==> src/rtl/core/adbseq_pkg.sv <==
`default_nettype none
package adbseq_pkg;

	localparam int TICK_W = 20;
	localparam int KEPT_W = 4;
	localparam int BYTE_W = 8;
	localparam int CFG_IDX_W = 1;
	localparam int CFG_DATA_W = 20;
	localparam int S_TDATA_W = 24;
	localparam int M_TDATA_W = 32;

	localparam logic [KEPT_W-1:0] MAX_REPLY_BYTES = 4'd8;

	localparam logic [TICK_W-1:0] TIMEOUT_RESET = 20'd100000;
	localparam logic [KEPT_W-1:0] MAX_REPLY_RESET = 4'd4;

	// configuration register indexes
	localparam logic [CFG_IDX_W-1:0] CFG_TIMEOUT_LIMIT = 1'b0;
	localparam logic [CFG_IDX_W-1:0] CFG_MAX_REPLY = 1'b1;

	// request kinds carried on tuser
	localparam logic REQ_START = 1'b0;
	localparam logic REQ_POLL = 1'b1;

	// bus state line codes
	localparam logic [1:0] LINES_CMD = 2'd0;
	localparam logic [1:0] LINES_EVEN = 2'd1;
	localparam logic [1:0] LINES_ODD = 2'd2;
	localparam logic [1:0] LINES_IDLE = 2'd3;

	typedef enum logic [1:0] {
		PH_IDLE = 2'd0,
		PH_CMD = 2'd1,
		PH_REPLY = 2'd2
	} phase_t;

	typedef struct packed {
		phase_t phase;
		logic [TICK_W-1:0] tick;
		logic [KEPT_W-1:0] kept;
		logic odd;
	} seq_state_t;

	typedef struct packed {
		logic timed_out;
		logic [KEPT_W-1:0] reply_count;
		logic done_res;
		logic [BYTE_W-1:0] reply_byte;
		logic reply_valid;
		logic flag_clear;
		logic [BYTE_W-1:0] load_byte;
		logic load_strobe;
		logic shift_out_mode;
		logic [1:0] state_lines;
	} seq_result_t;

endpackage
`default_nettype wire

==> src/rtl/core/adbseq_step.sv <==
`default_nettype none
module adbseq_step
	import adbseq_pkg::*;
(
	input  seq_state_t cur,
	input  logic req_type,
	input  logic [BYTE_W-1:0] command_byte,
	input  logic shift_flag,
	input  logic xcvr_line,
	input  logic [BYTE_W-1:0] shift_in_byte,
	input  logic [TICK_W-1:0] timeout_limit,
	input  logic [KEPT_W-1:0] max_reply,
	output seq_state_t nxt,
	output seq_result_t res
);

	logic [TICK_W:0] tick_inc;
	logic expired;
	logic [KEPT_W-1:0] cap;

	assign tick_inc = {1'b0, cur.tick} + {{TICK_W{1'b0}}, 1'b1};
	// a zero limit is caught here as well: any tick expires
	assign expired = (tick_inc >= {1'b0, timeout_limit});
	assign cap = (max_reply > MAX_REPLY_BYTES) ? MAX_REPLY_BYTES : max_reply;

	always_comb begin
		nxt = cur;
		res = '0;
		if (req_type == REQ_START) begin
			if (cur.phase == PH_IDLE) begin
				nxt.phase = PH_CMD;
				nxt.tick = '0;
				nxt.kept = '0;
				nxt.odd = 1'b0;
				res.load_strobe = 1'b1;
				res.load_byte = command_byte;
			end
		end else begin
			case (cur.phase)
				PH_CMD: begin
					if (shift_flag) begin
						res.flag_clear = 1'b1;
						nxt.phase = PH_REPLY;
						nxt.tick = '0;
						nxt.kept = '0;
						nxt.odd = 1'b0;
					end else if (expired) begin
						nxt.phase = PH_IDLE;
						nxt.tick = '0;
						nxt.odd = 1'b0;
						res.done_res = 1'b1;
						res.timed_out = 1'b1;
					end else begin
						nxt.tick = tick_inc[TICK_W-1:0];
					end
				end
				PH_REPLY: begin
					if (!shift_flag) begin
						if (expired) begin
							nxt.phase = PH_IDLE;
							nxt.tick = '0;
							nxt.odd = 1'b0;
							res.done_res = 1'b1;
							res.reply_count = cur.kept;
							res.timed_out = 1'b1;
						end else begin
							nxt.tick = tick_inc[TICK_W-1:0];
						end
					end else begin
						res.flag_clear = 1'b1;
						nxt.tick = '0;
						if (!xcvr_line) begin
							// device released the line: the byte is not kept
							nxt.phase = PH_IDLE;
							nxt.odd = 1'b0;
							res.done_res = 1'b1;
							res.reply_count = cur.kept;
						end else begin
							if (cur.kept < cap) begin
								res.reply_valid = 1'b1;
								res.reply_byte = shift_in_byte;
								nxt.kept = cur.kept + {{(KEPT_W-1){1'b0}}, 1'b1};
							end
							nxt.odd = ~cur.odd;
						end
					end
				end
				PH_IDLE: begin
				end
				default: begin
					nxt.phase = PH_IDLE;
				end
			endcase
		end

		// lines follow the state left behind by this item
		case (nxt.phase)
			PH_CMD: begin
				res.state_lines = LINES_CMD;
				res.shift_out_mode = 1'b1;
			end
			PH_REPLY: begin
				res.state_lines = nxt.odd ? LINES_ODD : LINES_EVEN;
				res.shift_out_mode = 1'b0;
			end
			default: begin
				res.state_lines = LINES_IDLE;
				res.shift_out_mode = 1'b0;
			end
		endcase
	end

endmodule
`default_nettype wire

==> src/rtl/core/adb_host_transaction_sequencer.sv <==
// Host-side sequencer for one bus Talk transaction driven through a byte
// shift register.
// Input stream: tuser = req_type (0 start, 1 poll tick); tdata carries the
// command byte, shift-done flag, transceiver line and shifted-in byte.
// Output stream: one result item per input item, with the bus state lines,
// shift direction, load strobe/byte, flag clear, reply byte and the
// done/count/timeout summary when the transaction ends.
// Latency: the result of an item is presented on m_axis the cycle after it
// is accepted. Throughput: one item per cycle unless m_axis stalls; the whole
// state update is a single compare/increment path into the state and result regs.
// Stall: the result register holds while m_axis_tready is low; s_axis_tready
// stays high as long as the result register is empty or being drained.
// Reset: phase idle, counters cleared, timeout_limit = 100000,
// max_reply = 4, output register empty.
// Config: cfg_we writes cfg_wdata to register cfg_addr (0 timeout_limit,
// 1 max_reply); write only while no result is pending.
`default_nettype none
module adb_host_transaction_sequencer
	import adbseq_pkg::*;
(
	input  logic clk,
	input  logic arst_n,

	input  logic s_axis_tvalid,
	output logic s_axis_tready,
	// [7:0] command_byte, [8] shift_flag, [9] xcvr_line, [17:10] shift_in_byte,
	// [23:18] zero
	input  logic [S_TDATA_W-1:0] s_axis_tdata,
	// [0] req_type
	input  logic s_axis_tuser,

	output logic m_axis_tvalid,
	input  logic m_axis_tready,
	// [1:0] state_lines, [2] shift_out_mode, [3] load_strobe, [11:4] load_byte,
	// [12] flag_clear, [13] reply_valid, [21:14] reply_byte, [22] done_res,
	// [26:23] reply_count, [27] timed_out, [31:28] zero
	output logic [M_TDATA_W-1:0] m_axis_tdata,

	input  logic cfg_we,
	input  logic [CFG_IDX_W-1:0] cfg_addr,
	input  logic [CFG_DATA_W-1:0] cfg_wdata
);

	logic [TICK_W-1:0] timeout_limit_q;
	logic [KEPT_W-1:0] max_reply_q;
	seq_state_t state_q;
	seq_state_t state_nxt;
	seq_result_t step_res;
	seq_result_t res_q;
	logic res_valid_q;
	logic in_accept;

	assign s_axis_tready = !res_valid_q || m_axis_tready;
	assign in_accept = s_axis_tvalid && s_axis_tready;

	always_ff @(posedge clk or negedge arst_n) begin
		if (!arst_n) begin
			timeout_limit_q <= TIMEOUT_RESET;
			max_reply_q <= MAX_REPLY_RESET;
		end else if (cfg_we) begin
			case (cfg_addr)
				CFG_TIMEOUT_LIMIT: timeout_limit_q <= cfg_wdata[TICK_W-1:0];
				CFG_MAX_REPLY: max_reply_q <= cfg_wdata[KEPT_W-1:0];
				default: begin
				end
			endcase
		end
	end

	adbseq_step u_step (
		.cur(state_q),
		.req_type(s_axis_tuser),
		.command_byte(s_axis_tdata[7:0]),
		.shift_flag(s_axis_tdata[8]),
		.xcvr_line(s_axis_tdata[9]),
		.shift_in_byte(s_axis_tdata[17:10]),
		.timeout_limit(timeout_limit_q),
		.max_reply(max_reply_q),
		.nxt(state_nxt),
		.res(step_res)
	);

	always_ff @(posedge clk or negedge arst_n) begin
		if (!arst_n) begin
			state_q <= '{phase: PH_IDLE, tick: '0, kept: '0, odd: 1'b0};
			res_valid_q <= 1'b0;
		end else begin
			if (in_accept) begin
				state_q <= state_nxt;
				res_valid_q <= 1'b1;
			end else if (m_axis_tready) begin
				res_valid_q <= 1'b0;
			end
		end
	end

	always_ff @(posedge clk) begin
		if (in_accept) begin
			res_q <= step_res;
		end
	end

	assign m_axis_tvalid = res_valid_q;
	assign m_axis_tdata = {{(M_TDATA_W - $bits(seq_result_t)){1'b0}}, res_q};

	a_accept_gives_result: assert property (@(posedge clk) disable iff (!arst_n)
		in_accept |=> m_axis_tvalid)
		else $error("accepted item produced no result");

	a_idle_clean: assert property (@(posedge clk) disable iff (!arst_n)
		(state_q.phase == PH_IDLE) |-> (state_q.tick == '0 && !state_q.odd))
		else $error("idle phase with live tick counter or odd phase");

	a_kept_bound: assert property (@(posedge clk) disable iff (!arst_n)
		state_q.kept <= MAX_REPLY_BYTES)
		else $error("kept count above reply limit");

	a_done_idle: assert property (@(posedge clk) disable iff (!arst_n)
		(m_axis_tvalid && res_q.done_res) |-> (res_q.state_lines == LINES_IDLE))
		else $error("done reported with lines not idle");

endmodule
`default_nettype wire
==> config.mk <==
export PLATFORM = sky130hd
export DESIGN_NAME = adb_host_transaction_sequencer
export DESIGN_NICKNAME = d
export VERILOG_FILES = /design/src/rtl/core/adbseq_pkg.sv /design/src/rtl/core/adbseq_step.sv /design/src/rtl/core/adb_host_transaction_sequencer.sv
export SDC_FILE = /design/constraint.sdc
export NUM_CORES = 1
export LEC_CHECK = 0
export BUFFER_PORTS_ARGS = -buffer_cell sky130_fd_sc_hd__buf_4
export CORE_MARGIN = 8
export CORE_UTILIZATION = 60
export DETAILED_ROUTE_END_ITERATION = 16
export PLACE_DENSITY = 0.95
export SLEW_MARGIN = 20
export SYNTH_ARGS = -nofsm -noshare
export SYNTH_HDL_FRONTEND = slang
export SYNTH_SLANG_ARGS = --single-unit
export TNS_END_PERCENT = 30
==> constraint.sdc <==
create_clock -name clk -period 10.3 [get_ports clk]
set_clock_uncertainty 0.2 [all_clocks]
set_input_delay 0.515 -clock clk [delete_from_list [all_inputs] [get_ports clk]]
set_output_delay 0.515 -clock clk [all_outputs]
set_load 0.05 [all_outputs]
Yosys cells after proc, flatten, opt, wreduce, memory -nomap -nowiden
Index checks and enable logic that the tools add are counted.
Widths: inputs -> output; s select.
- $add $sub $neg: 2
- magnitude comparators: 3
- equality and inequality tests: 9
- muxes and demuxes: 35
- bitwise logic cells: 3
- reduce and logical (&&, ||, !) cells: 14
- operators by type and width (cell ; count):
    $mux 27 ; 2
    $pmux 25 s2 ; 1
    $mux 22 ; 2
    $add 20x1->21 const B ; 1
    $ge 21x20->1 ; 1
    $mux 20 ; 1
    $mux 4 ; 5
    $mux 1 ; 12
    $mux 5 ; 2
    $mux 9 ; 1
    $ne 3x3->1 const B ; 3
    $reduce_and 7->1 ; 1
    $mux 2 ; 3
    $mux 6 ; 1
    $pmux 1 s2 ; 3
    $pmux 2 s3 ; 1
    $pmux 3 s2 ; 1
    $reduce_and 2->1 ; 3
    $reduce_and 5->1 ; 1
    $add 4x1->4 const B ; 1
    $eq 2x1->1 const B ; 2
    $eq 2x2->1 const B ; 2
    $gt 4x4->1 const B ; 1
    $lt 4x4->1 ; 1
    other kinds (11) ; 14
- flip-flop bits (word level): 80
- output and inout port bits: 34
- logic and storage cells: 83

Logic depth before layout (Yosys ltp)
- depth in word-level cells: 10
- gate-level depth with buffers: 15

Cells and area by module
A second synthesis with hierarchy kept.
- cells, all modules: 465
- area, all modules: 4972.3 µm²
- by module, submodules not included (module ; times used ; cells an instance ; area each (µm²)):
    adb_host_transaction_sequencer ; 1 ; 146 ; 2912.8
    adbseq_step ; 1 ; 319 ; 2059.5

Worst setup path after synthesis
Ideal clock, no wire load.
- path type: register to register
- start point: register state_q[5] in the netlist's numbering
- end point: register res_q (netlist bit m_axis_tdata[1]) (data pin)
- setup time: 0.261 ns
- arrival: 2.977 ns
- path slack: 6.862 ns
- stages on the path, launching flop included: 15
- path buffers: 0
- cells stage by stage: dfrtp_1 ha_1 nand4_1 nor3_4 and3_2 xor2_1 ha_1 a21o_1 a21oi_1 o21ai_0 a2111oi_4 nand2_1 a2bb2oi_2 nor2_1 a21oi_1
- RTL lines (element ; line ; source):
    start, declared ; adb_host_transaction_sequencer.sv:46 ; seq_state_t state_q;
    start signal, assigned ; adb_host_transaction_sequencer.sv:85 ; state_q <= '{phase: PH_IDLE, tick: '0, kept: '0, odd: 1'b0};
    start signal, assigned ; adb_host_transaction_sequencer.sv:89 ; state_q <= state_nxt;
    end signal, assigned ; adb_host_transaction_sequencer.sv:99 ; res_q <= step_res;
    end, declared ; adb_host_transaction_sequencer.sv:49 ; seq_result_t res_q;

==> reports/qor.yml <==
status: "complete, but fails checks"
violations: "hold timing"
synth_edf_count: 28
clk_path_buf_depth: 2
num_rows: 31
reg2reg_slack_ns: 6.17
core-area_um2: 7137
async_reset_ff_frac: 0.6500
hp-class: "primary input to async pin"
path_clk_slew_ns: 0.09
max_freq_ghz: 0.2422
drv_cap: 0
synth_seq_cells: 80
p_clk_frac: 0.307
worst_pin_slew_ns: 1.001
fp.dieW_um: 101.2
slew_headroom: 0.3321
routedWlPerCell_um: 17.68
numClockSinks: 80
cts_repair_resize_count: 0
post-route-min-period_ns: 4.128
reg2reg_from: "state_q[5]$_DFFE_PN0P_"
drt-vias-per-instance: 5.784
die_area_um2: 10240
r2r_end: "m_axis_tdata[1]$_DFFE_PP_"
fin_nets: 573
internal-power_mw: 0.5718
place_area_um2: 4960
report.final.hold_viol_count: 45
die_height_um: 101.2
setup_tns_ns: 0
p_total_mw: 0.8538
finalMaxSlewViolations: 0
cts_max_level: 3
yosysWarnings: 0
final_cell_area_um2: 5177
cts_setup_buffers: 0
ant_nets: 0
p_leak_nw: 2.427
whs_ns: -0.03632
place_hpwl_um: 7395
final-seq-area_um2: 2151
synth-main-ff-cell: "dfrtp_1"
vias: 3447
syn_area_per_cell_um2: 10.36
routed_wl_um: 10540
post-route-period-util: 0.4008
io_buffer_count: 74
ioPinCount: 85
diodes: 0
reg2reg_depth: 14
initial_core_util: 0.6099
multi_input_area_um2: 1999
rsz0062_at_grt: "false"
grt_max_degree: 53
seq_power_share: 0.445
crit_fanout: 6
netlist_instances: 420
clock-root-buffer: "clkbuf_8"
synthesis.area_um2: 4353
cts_tree: "built"
drive_above_1_share: 0.2455
gp_congestion: 0.8893
layout_setup_ws_ns: 6.172
worstSetupEndpointType: "flip-flop"
setup_viol: 0
drt_pass1_iterations: 5
pwr-share-comb: 0.249
antenna_found_initial: 0
cp.required_ns: 10.22
cts_buffers: 9
final_common_cell: "buf_4"
first_global_vias: 3568
drc: 0
critPathLaunchType: "flip-flop"
syn2layout_area_growth_pct: 18.94
yosysSeqAreaShare: 0.4941
overflow: 0
dp_slack_ns: 6.312
switching_share: 0.3303
synth.distinct_cells: 57
track_usage: 0.2156
layout_common_cells: "buf_4, nand2_1, dfrtp_1, o21ai_0, inv_1"
insertion_delay_ns: 0.38
critPathKind: "flip-flop to flip-flop"
drt_iter0_markers: 236
p_per_area_nw_per_um2: 164.9
ir_worst_vdd_mv: 0.06937
p_sw_mw: 0.2820
grt_first_pass_wirelength_um: 17340
num-fill-cells: 503
arrival_ns: 4.05
cts_hold_buf: 0
## synthesized netlist by cell type (all sizes together) (3+ instances only)
master,count,share of area
nand4,7,0.011
and3,10,0.016
mux2,5,0.013
a22o,16,0.032
ha,30,0.086
nor3,6,0.011
buf,8,0.014
o21ai,47,0.057
clkbuf,9,0.0080
nand3,11,0.014
and2,18,0.026
nand2,47,0.041
a21o,3,0.0052
nor2b,7,0.011
nor2,21,0.018
xor2,8,0.016
xnor2,10,0.020
edfxtp,28,0.19
dfrtp,45,0.26
inv,32,0.028
dfstp,7,0.042
a21oi,17,0.022
nand2b,4,0.0057
## registers in the layout, summed over array words and instances (netlist names)
register,cells
m_axis_tvalid,1
m_axis_tdata,28
max_reply_q,4
state_q,27
timeout_limit_q,20
## metal layers
layer  track usage  share of wire  vias up  wire [µm]
li1              -              -     1611          -
met1        0.2346           0.37     1647       3881
met2        0.3750           0.51      156       5379
met3       0.07079          0.094       33        991
met4       0.09393          0.027        0        284
met5             0              0        -          0
## kinds of logic after synthesis
group                      share of synthesized area
DFF                                           0.4941
other                                      0.0008615
AOI/OAI and AO/OA                             0.1512
xor gates and xnor gates                     0.03622
and+or+nand+nor                               0.1687
muxes                                        0.01293
adders and majority gates                    0.08623
buffers and inverters                        0.04973
## worst max-delay path, cell delays in order, from the launching register on
cell and delay, ns:
dfrtp_1 0.46, ha_1 0.30, nand4_1 0.18, nor3_4 0.31, and3_2 0.28, xor2_1 0.17, ha_1 0.27, a21o_1 0.16
a21oi_1 0.15, o21ai_0 0.20, a2111oi_4 0.45, nand2_1 0.21, a2bb2oi_2 0.22, nor2_1 0.23, a21oi_1 0.09
## metrics by stage
stage	instances	util
6_report	596	0.7255
5_1_grt	596	0.7255
4_1_cts	596	0.7255
3_5_place_dp	580	0.6950
3_3_place_gp	580	0.6950
2_1_floorplan	423	-
## power by group through the flow
stage	clock network, mW	registers (mW)	logic, mW
floorplan	0	0.418	0.107
global placement	0	0.384	0.192
CTS	0.260	0.380	0.210
finish	0.262	0.380	0.212
detailed placement	0	0.386	0.204
global route	0.274	0.383	0.230
## area by class of cell
cell class | count | share of cell area
Inverter | 32 | 0.02368
Tap cell | 99 | 0.02392
Clock buffer | 10 | 0.02465
Timing Repair Buffer | 75 | 0.1087
Sequential cell | 80 | 0.4154
Clock inverter | 6 | 0.01740
Multi-Input combinational cell | 294 | 0.3862
## worst max-delay path by stage
stage,from,endpoint,slack [ns]
after floorplan,state_q[5]$_DFFE_PN0P_,m_axis_tdata[1]$_DFFE_PP_,6.86
after global placement,state_q[5]$_DFFE_PN0P_,m_axis_tdata[1]$_DFFE_PP_,6.52
after detailed placement,state_q[5]$_DFFE_PN0P_,m_axis_tdata[0]$_DFFE_PP_,6.31
after CTS,state_q[5]$_DFFE_PN0P_,m_axis_tdata[1]$_DFFE_PP_,6.24
after global routing,state_q[5]$_DFFE_PN0P_,m_axis_tdata[1]$_DFFE_PP_,5.94
final,state_q[5]$_DFFE_PN0P_,m_axis_tdata[1]$_DFFE_PP_,6.17
(Power assumes the default switching activity.)
